File: config.mk
export PLATFORM = sky130hd
export DESIGN_NAME = keyed_table_insert_lookup
export DESIGN_NICKNAME = d
export VERILOG_FILES = /design/src/hdl/ktil_pkg.sv /design/src/hdl/ktil_cell.sv /design/src/hdl/keyed_table_insert_lookup.sv
export SDC_FILE = /design/constraint.sdc
export NUM_CORES = 2
export LEC_CHECK = 0
export BUFFER_PORTS_ARGS = -buffer_cell sky130_fd_sc_hd__buf_4
export CAP_MARGIN = 5
export CORE_MARGIN = 1
export CORE_UTILIZATION = 40
export DETAILED_ROUTE_END_ITERATION = 16
export SETUP_SLACK_MARGIN = 0.15
export SLEW_MARGIN = 20
export SYNTH_ARGS = -nofsm -noshare
export SYNTH_HDL_FRONTEND = slang
export SYNTH_SLANG_ARGS = --single-unit
File: constraint.sdc
create_clock -name i_clk -period 7.04 [get_ports i_clk]
set_input_delay 1.056 -clock i_clk [delete_from_list [all_inputs] [get_ports i_clk]]
set_output_delay 1.056 -clock i_clk [all_outputs]
set_load 0.03 [all_outputs]
File: src/hdl/ktil_pkg.sv
// Shared types and constants for the keyed table insert/lookup block.
`default_nettype none
package ktil_pkg;

    // Default sizes of the table.
    localparam int DEF_TABLE_DEPTH  = 16;
    localparam int DEF_KEY_BYTES    = 6;
    localparam int DEF_PAYLOAD_BITS = 32;

    // Fixed widths of the stream fields.
    localparam int KEY_FIELD_W   = 48;
    localparam int PAY_FIELD_W   = 32;
    localparam int COUNT_FIELD_W = 5;
    localparam int IN_TDATA_W    = 80;
    localparam int OUT_TDATA_W   = 40;

    typedef enum logic {
        OP_INSERT = 1'b0,
        OP_LOOKUP = 1'b1
    } t_op;

    typedef enum logic [1:0] {
        ST_STORED = 2'd0,
        ST_FULL   = 2'd1,
        ST_HIT    = 2'd2,
        ST_MISS   = 2'd3
    } t_status;

    // Control part of the query token that walks down the cell chain.
    typedef struct packed {
        logic active;
        t_op  op;
        logic hit;
        logic has_free;
    } t_tok_ctl;

endpackage
`default_nettype wire

File: src/hdl/ktil_cell.sv
// One table entry of the chain: holds key, payload and valid mark, forwards the query token.
`default_nettype none
module ktil_cell #(
    parameter int KEY_W    = 48,
    parameter int PAY_W    = 32,
    parameter int IDX_W    = 4,
    parameter int CELL_IDX = 0
) (
    input  wire logic                i_clk,
    input  wire logic                i_rst_n,
    input  wire ktil_pkg::t_tok_ctl  i_ctl,
    input  wire logic [KEY_W-1:0]    i_key,
    input  wire logic [PAY_W-1:0]    i_pay,
    input  wire logic [IDX_W-1:0]    i_idx,
    output ktil_pkg::t_tok_ctl       o_ctl,
    output logic      [KEY_W-1:0]    o_key,
    output logic      [PAY_W-1:0]    o_pay,
    output logic      [IDX_W-1:0]    o_idx,
    input  wire logic                i_wr_en,
    input  wire logic [IDX_W-1:0]    i_wr_idx,
    input  wire logic [KEY_W-1:0]    i_wr_key,
    input  wire logic [PAY_W-1:0]    i_wr_pay
);

    logic               r_valid;
    logic [KEY_W-1:0]   r_key;
    logic [PAY_W-1:0]   r_pay;

    ktil_pkg::t_tok_ctl r_ctl;
    ktil_pkg::t_tok_ctl n_ctl;
    logic [KEY_W-1:0]   r_tok_key;
    logic [PAY_W-1:0]   r_tok_pay;
    logic [PAY_W-1:0]   n_tok_pay;
    logic [IDX_W-1:0]   r_tok_idx;
    logic [IDX_W-1:0]   n_tok_idx;

    logic w_match;
    logic w_upd;
    logic w_fill;

    // Stored contents only count behind a set valid mark.
    assign w_match = r_valid && (r_key == i_key);
    assign w_upd   = i_ctl.active && w_match && (i_ctl.op == ktil_pkg::OP_INSERT);
    assign w_fill  = i_wr_en && (i_wr_idx == IDX_W'(CELL_IDX));

    always_comb begin
        n_ctl     = i_ctl;
        n_tok_pay = i_pay;
        n_tok_idx = i_idx;
        if (w_match) begin
            n_ctl.hit = 1'b1;
            if (i_ctl.op == ktil_pkg::OP_LOOKUP) begin
                n_tok_pay = r_pay;
            end
        end
        // The first free entry along the chain is the lowest one.
        if (!r_valid && !i_ctl.has_free) begin
            n_ctl.has_free = 1'b1;
            n_tok_idx      = IDX_W'(CELL_IDX);
        end
    end

    always_ff @(posedge i_clk) begin
        if (!i_rst_n) begin
            r_ctl   <= '0;
            r_valid <= 1'b0;
        end else begin
            r_ctl <= n_ctl;
            if (w_fill) begin
                r_valid <= 1'b1;
            end
        end
    end

    always_ff @(posedge i_clk) begin
        r_tok_key <= i_key;
        r_tok_pay <= n_tok_pay;
        r_tok_idx <= n_tok_idx;
        if (w_fill) begin
            r_key <= i_wr_key;
            r_pay <= i_wr_pay;
        end else if (w_upd) begin
            r_pay <= i_pay;
        end
    end

    assign o_ctl = r_ctl;
    assign o_key = r_tok_key;
    assign o_pay = r_tok_pay;
    assign o_idx = r_tok_idx;

endmodule
`default_nettype wire

File: src/hdl/keyed_table_insert_lookup.sv
// Top level of the keyed table: stream ports, cell chain, result staging and entry count.
//
// The table is a row of TABLE_DEPTH cells, one entry per cell. An accepted word
// becomes a query token that enters the first cell in the accept cycle and moves
// one cell per clock. On its way each cell compares its key, updates its payload
// on an insert hit, hands its payload into the token on a lookup hit, and the
// token remembers the lowest free entry it passes. When the token leaves the last
// cell the status is decided; an insert with no match and a free entry writes that
// entry through a one-cycle broadcast to all cells and raises the count. The result
// is held in a pending register and then in the output register that drives the
// master side; the next input word can be taken once the pending result has moved
// into the output register. Only one query is in the table at a time. A finished
// result waits in the output register so that the next query can start while it
// is held. Reset clears all valid marks and the count at once; no clearing pass is
// needed.
`default_nettype none
module keyed_table_insert_lookup #(
    parameter int TABLE_DEPTH  = ktil_pkg::DEF_TABLE_DEPTH,
    parameter int KEY_BYTES    = ktil_pkg::DEF_KEY_BYTES,
    parameter int PAYLOAD_BITS = ktil_pkg::DEF_PAYLOAD_BITS
) (
    input  wire logic                                i_clk,
    input  wire logic                                i_rst_n,
    // Input stream.
    input  wire logic                                i_s_axis_tvalid,
    output logic                                     o_s_axis_tready,
    // From the lowest bit up: device_key[47:0], entry_payload[79:48].
    input  wire logic [ktil_pkg::IN_TDATA_W-1:0]     i_s_axis_tdata,
    // opcode.
    input  wire logic                                i_s_axis_tuser,
    // Output stream.
    output logic                                     o_m_axis_tvalid,
    input  wire logic                                i_m_axis_tready,
    // From the lowest bit up: found_payload[31:0], entry_count[36:32], zero fill.
    output logic      [ktil_pkg::OUT_TDATA_W-1:0]    o_m_axis_tdata,
    // status.
    output logic      [1:0]                          o_m_axis_tuser
);

    // Only the low KEY_BYTES bytes of the key and the low PAYLOAD_BITS bits of
    // the payload take part; both are capped at the field widths.
    localparam int KEY_W   = (KEY_BYTES * 8 > ktil_pkg::KEY_FIELD_W) ?
                             ktil_pkg::KEY_FIELD_W : KEY_BYTES * 8;
    localparam int PAY_W   = (PAYLOAD_BITS > ktil_pkg::PAY_FIELD_W) ?
                             ktil_pkg::PAY_FIELD_W : PAYLOAD_BITS;
    localparam int IDX_W   = (TABLE_DEPTH > 1) ? $clog2(TABLE_DEPTH) : 1;
    localparam int CNT_W   = $clog2(TABLE_DEPTH + 1);
    localparam int CNT_EXT = CNT_W + ktil_pkg::COUNT_FIELD_W;

    // Token links between the cells; entry k is the output of cell k.
    ktil_pkg::t_tok_ctl w_ctl [TABLE_DEPTH];
    logic [KEY_W-1:0]   w_key [TABLE_DEPTH];
    logic [PAY_W-1:0]   w_pay [TABLE_DEPTH];
    logic [IDX_W-1:0]   w_idx [TABLE_DEPTH];

    ktil_pkg::t_tok_ctl w_launch;
    logic [KEY_W-1:0]   w_in_key;
    logic [PAY_W-1:0]   w_in_pay;
    logic               w_in_acc;

    ktil_pkg::t_tok_ctl w_last;
    logic               w_done;
    logic               w_wr_en;

    // Control registers.
    logic               r_busy;
    logic               r_pend_vld;
    logic               r_out_vld;
    logic [CNT_W-1:0]   r_count;
    logic [CNT_W-1:0]   n_count;

    // Result staging: pending result and output word.
    ktil_pkg::t_status  r_pend_status;
    ktil_pkg::t_status  n_pend_status;
    logic [ktil_pkg::PAY_FIELD_W-1:0]   r_pend_pay;
    logic [ktil_pkg::PAY_FIELD_W-1:0]   n_pend_pay;
    logic [ktil_pkg::COUNT_FIELD_W-1:0] r_pend_cnt;
    logic [CNT_EXT-1:0]                 w_cnt_ext;
    ktil_pkg::t_status                  r_out_status;
    logic [ktil_pkg::PAY_FIELD_W-1:0]   r_out_pay;
    logic [ktil_pkg::COUNT_FIELD_W-1:0] r_out_cnt;
    logic                               w_move;

    // One query in the table at a time.
    assign o_s_axis_tready = !r_busy;
    assign w_in_acc        = i_s_axis_tvalid && !r_busy;

    assign w_in_key = i_s_axis_tdata[KEY_W-1:0];
    assign w_in_pay = i_s_axis_tdata[ktil_pkg::KEY_FIELD_W +: PAY_W];

    always_comb begin
        w_launch          = '0;
        w_launch.active   = w_in_acc;
        w_launch.op       = ktil_pkg::t_op'(i_s_axis_tuser);
    end

    // The cell chain.
    for (genvar g = 0; g < TABLE_DEPTH; g++) begin : g_cell
        if (g == 0) begin : g_head
            ktil_cell #(
                .KEY_W    (KEY_W),
                .PAY_W    (PAY_W),
                .IDX_W    (IDX_W),
                .CELL_IDX (g)
            ) u_cell (
                .i_clk    (i_clk),
                .i_rst_n  (i_rst_n),
                .i_ctl    (w_launch),
                .i_key    (w_in_key),
                .i_pay    (w_in_pay),
                .i_idx    ('0),
                .o_ctl    (w_ctl[g]),
                .o_key    (w_key[g]),
                .o_pay    (w_pay[g]),
                .o_idx    (w_idx[g]),
                .i_wr_en  (w_wr_en),
                .i_wr_idx (w_idx[TABLE_DEPTH-1]),
                .i_wr_key (w_key[TABLE_DEPTH-1]),
                .i_wr_pay (w_pay[TABLE_DEPTH-1])
            );
        end else begin : g_body
            ktil_cell #(
                .KEY_W    (KEY_W),
                .PAY_W    (PAY_W),
                .IDX_W    (IDX_W),
                .CELL_IDX (g)
            ) u_cell (
                .i_clk    (i_clk),
                .i_rst_n  (i_rst_n),
                .i_ctl    (w_ctl[g-1]),
                .i_key    (w_key[g-1]),
                .i_pay    (w_pay[g-1]),
                .i_idx    (w_idx[g-1]),
                .o_ctl    (w_ctl[g]),
                .o_key    (w_key[g]),
                .o_pay    (w_pay[g]),
                .o_idx    (w_idx[g]),
                .i_wr_en  (w_wr_en),
                .i_wr_idx (w_idx[TABLE_DEPTH-1]),
                .i_wr_key (w_key[TABLE_DEPTH-1]),
                .i_wr_pay (w_pay[TABLE_DEPTH-1])
            );
        end
    end

    // The token has passed every entry: decide the outcome.
    assign w_last = w_ctl[TABLE_DEPTH-1];
    assign w_done = w_last.active;

    // A new entry is written only for an unmatched insert that found room. The
    // token still carries the insert key and payload for that broadcast write.
    assign w_wr_en = w_done && (w_last.op == ktil_pkg::OP_INSERT) &&
                     !w_last.hit && w_last.has_free;

    always_comb begin
        n_count       = r_count + CNT_W'(w_wr_en);
        n_pend_pay    = '0;
        n_pend_status = ktil_pkg::ST_MISS;
        if (w_last.op == ktil_pkg::OP_INSERT) begin
            if (w_last.hit || w_last.has_free) begin
                n_pend_status = ktil_pkg::ST_STORED;
            end else begin
                n_pend_status = ktil_pkg::ST_FULL;
            end
        end else if (w_last.hit) begin
            n_pend_status = ktil_pkg::ST_HIT;
            n_pend_pay    = ktil_pkg::PAY_FIELD_W'(w_pay[TABLE_DEPTH-1]);
        end
    end

    // The reported count is the count taken modulo 2**COUNT_FIELD_W.
    assign w_cnt_ext = CNT_EXT'(n_count);

    // The pending result moves out once the output register is free or its word is being taken.
    assign w_move = r_pend_vld && (!r_out_vld || i_m_axis_tready);

    always_ff @(posedge i_clk) begin
        if (!i_rst_n) begin
            r_busy     <= 1'b0;
            r_pend_vld <= 1'b0;
            r_out_vld  <= 1'b0;
            r_count    <= '0;
        end else begin
            if (w_in_acc) begin
                r_busy <= 1'b1;
            end else if (w_move) begin
                r_busy <= 1'b0;
            end
            if (w_done) begin
                r_pend_vld <= 1'b1;
                r_count    <= n_count;
            end else if (w_move) begin
                r_pend_vld <= 1'b0;
            end
            if (w_move) begin
                r_out_vld <= 1'b1;
            end else if (i_m_axis_tready) begin
                r_out_vld <= 1'b0;
            end
        end
    end

    always_ff @(posedge i_clk) begin
        if (w_done) begin
            r_pend_status <= n_pend_status;
            r_pend_pay    <= n_pend_pay;
            r_pend_cnt    <= w_cnt_ext[ktil_pkg::COUNT_FIELD_W-1:0];
        end
        if (w_move) begin
            r_out_status <= r_pend_status;
            r_out_pay    <= r_pend_pay;
            r_out_cnt    <= r_pend_cnt;
        end
    end

    assign o_m_axis_tvalid = r_out_vld;
    assign o_m_axis_tuser  = r_out_status;
    assign o_m_axis_tdata  = ktil_pkg::OUT_TDATA_W'({r_out_cnt, r_out_pay});

endmodule
`default_nettype wire
==> flow_summary.toml <==
[drt]
wire_per_inst_um = 20.7
vias_per_cell = 4.74
vias = 46600
dr.pass1.iters = 5
drc_errors = 0
routed_wl_um = 204000
drtAntennaViolNets = 0
dr.first_iter.drc_count = 3001

[logic_synthesis]
avgSynthCellArea_um2 = 14.9
yosys.area.top_type_share_pct = 44.0
syn_inst = 6243
async_flop_share_pct = 0
yosys_warnings = 0
yosys.area.top_type = "edfxtp_1"
syn_area_mm2 = 0.0927
ys_seq_elements = 2775
synth_flop_cell = "dfxtp_1"
post_synth_num_cell_types = 64
synthTopCellsByArea = "edfxtp_1, dfxtp_1, mux2_2"
ys_seq_area_share_pct = 74.6
synth-edff-count = 1358

[clocking]
htreeDepth = 5
clk_latency_ns = 0.95
clk_pin_slew_worst_paths_ns = 0.06
cts_resized = 0
clockBufferDepth = 4
root_buffer = "clkbuf_16"
cts_tree = "done"
cts_sinks = 2775
postCtsHoldBufs = 0
cts_setup_buffers = 0
cts_buffers = 293

[power]
power.leakage_nw = 39.6
fin_total_pwr_mw = 33.4
vdd_drop_max_uv = 278
powerDensity_mw_per_mm2 = 312

[place]
place_congestion = 0.902
port_buffers = 125
dpl_cell_area_mm2 = 0.0975
place_hpwl_um = 145000

[setup_path]
crit_slowest_cell = "nor2_4"
critPathRequiredTime_ns = 7.59
cp-end-kind = "flip-flop"
critPathKind = "reg2reg"
crit_arrival_ns = 4.51
cpPeakStageDelay_ns = 0.76
cp_common_cell = "buf_4"
crit_fanout = 49
path_cells = "buf_4 -> and4bb_1 -> or3b_2 -> nor2_4 -> buf_4"
start_kind = "flip-flop"

[grt]
overflow = 0
grt_pass1_vias = 47800
grtUsageTotal_pct = 17.3
antenna_found_initial = 9
grt_max_degree = 82
grt_pass1_wl_um = 305000

[final_layout]
nNetsFinal = 6655
drive_above_1_share_pct = 20.5
final_core_util_pct = 46.5
syn2layout_area_growth_pct = 15.3
layout_common_cells = "dfxtp_1, edfxtp_1, nand2_1"
layout_commonest_cell = "dfxtp_1"
design_area_mm2 = 0.107

[die]
die_y_um = 483
die-area_mm2 = 0.234
fp.coreArea_mm2 = 0.230
rows = 176
start_util_pct = 40.3
io_pins = 129
dieWidth_um = 483

[timing]
worstMarginPinSlew_ns = 1.23
grt_setup_unrepaired = "no"
finalCriticalPeriod_ns = 3.96
slew_violations = 0
setup_viol = 0
fin_tns_setup_ns = 0
final_hold_viol_count = 0
fmax_mhz = 253
fin_crit_sh_pct = 56.2
fin_skew_ns = 0.0710
slew-limit-headroom_pct = 17.7

[hold_path]
hold_path.class = "in2reg"

[outcome]
outcome = "complete, no violations"

[job]
cap_violations = 0
==> layer usage <==
metal	GRT usage (%)	part of all wire, %	vias to the layer above
met5	0	0	-
met4	6.77	3.4	0
met3	2.69	4.4	330
met2	28.0	46	1051
met1	23.4	46	22700
li1	-	-	22500
==> cells in the mapped netlist (all sizes together) (2+ instances only) <==
| cell type | n |
|---|---|
| ha | 2 |
| dfxtp | 1417 |
| o21ai | 13 |
| xnor2 | 182 |
| o2bb2ai | 8 |
| and2 | 25 |
| a222oi | 5 |
| o21bai | 4 |
| nand4b | 6 |
| or2 | 28 |
| o221ai | 5 |
| mux2 | 704 |
| clkbuf | 143 |
| nand2b | 41 |
| o2111ai | 12 |
| a221o | 3 |
| a22o | 5 |
| clkinv | 10 |
| a21oi | 36 |
| a2111o | 5 |
| nand2 | 1004 |
| nand4 | 76 |
| inv | 160 |
| or3 | 3 |
| nor2 | 70 |
| nor3 | 22 |
| a211oi | 2 |
| o22ai | 40 |
| a2111oi | 18 |
| nor4b | 2 |
| or4 | 17 |
| nor4 | 135 |
| a221oi | 6 |
| o21a | 11 |
| nor2b | 96 |
| a22oi | 6 |
| edfxtp | 1358 |
| and3 | 35 |
| nand3 | 34 |
| xor2 | 437 |
| mux2i | 2 |
| buf | 42 |
==> kinds of logic after synthesis <==
| logic type | synth area share [%] |
|---|---|
| other | 0.00404 |
| AOI/OAI and AO/OA | 1.45 |
| adders and majority gates | 0.0270 |
| DFF | 74.6 |
| buffers and inverters | 1.53 |
| muxes | 8.69 |
| xor gates and xnor gates | 5.85 |
| and+or+nand+nor | 7.87 |
==> state kept, by name, indices dropped and copies added (netlist names), 48 cells and up <==
| register | count |
|---|---|
| g_cell.g_body.u_cell.o_ctl | 60 |
| g_cell.g_body.u_cell.o_idx | 49 |
| g_cell.g_body.u_cell.o_key | 720 |
| g_cell.g_body.u_cell.o_pay | 480 |
| g_cell.g_body.u_cell.r_key | 720 |
| g_cell.g_body.u_cell.r_pay | 480 |
| g_cell.g_head.u_cell.o_key | 48 |
| g_cell.g_head.u_cell.r_key | 48 |
==> area by class of cell <==
type | count | area (um2)
fillers | 19800 | 123000
flip-flops and latches | 2775 | 69200
multi-input cells | 3115 | 22400
clock buffers | 408 | 8110
well taps | 3026 | 3790
repair buffers | 213 | 1680
clock inverters | 104 | 1190
inverters | 170 | 644
diodes | 7 | 17.5
==> worst max-delay path: cells and delay by family, from the launching register on <==
kind                   cells  cell delay, ns
DFF                        1            0.31
and+or+nand+nor            3            2.08
buffers and inverters      2            1.16
==> worst paths after layout <==
check        depth (start not counted)                                           to  slack [ns]                                          from
max                                  5  g_cell[2].g_body.u_cell.r_key[19]$_DFFE_PP_        3.08  g_cell[15].g_body.u_cell.o_ctl[3]$_SDFF_PN0_
min                                  1    g_cell[0].g_head.u_cell.o_key[46]$_DFF_P_        0.22                            i_s_axis_tdata[46]
max reg2reg                          5  g_cell[2].g_body.u_cell.r_key[19]$_DFFE_PP_        3.08  g_cell[15].g_body.u_cell.o_ctl[3]$_SDFF_PN0_
min reg2reg                          0    g_cell[6].g_body.u_cell.o_key[28]$_DFF_P_        0.33     g_cell[5].g_body.u_cell.o_key[28]$_DFF_P_
==> metrics by stage <==
step / setup slack, ns / hold slack [ns] / instances
6_report: 3.08 / 0.220 / 9818
5_1_grt: 2.83 / 0.175 / 9812
4_1_cts: 3.03 / 0.145 / 9808
3_5_place_dp: 2.67 / 0.338 / 9296
3_3_place_gp: 2.57 / 0.339 / 9295
2_1_floorplan: 1.92 / 0.331 / 6245
==> power breakdown <==
group | leakage, nW | internal (mW) | switching [mW]
Sequential | 24.0 | 17.3 | 0.430
Combinational | 11.1 | 0.362 | 0.355
Clock | 4.52 | 8.92 | 6.02
Total | 39.6 | 26.6 | 6.81
Note: power is estimated with default switching activity, not from simulation.
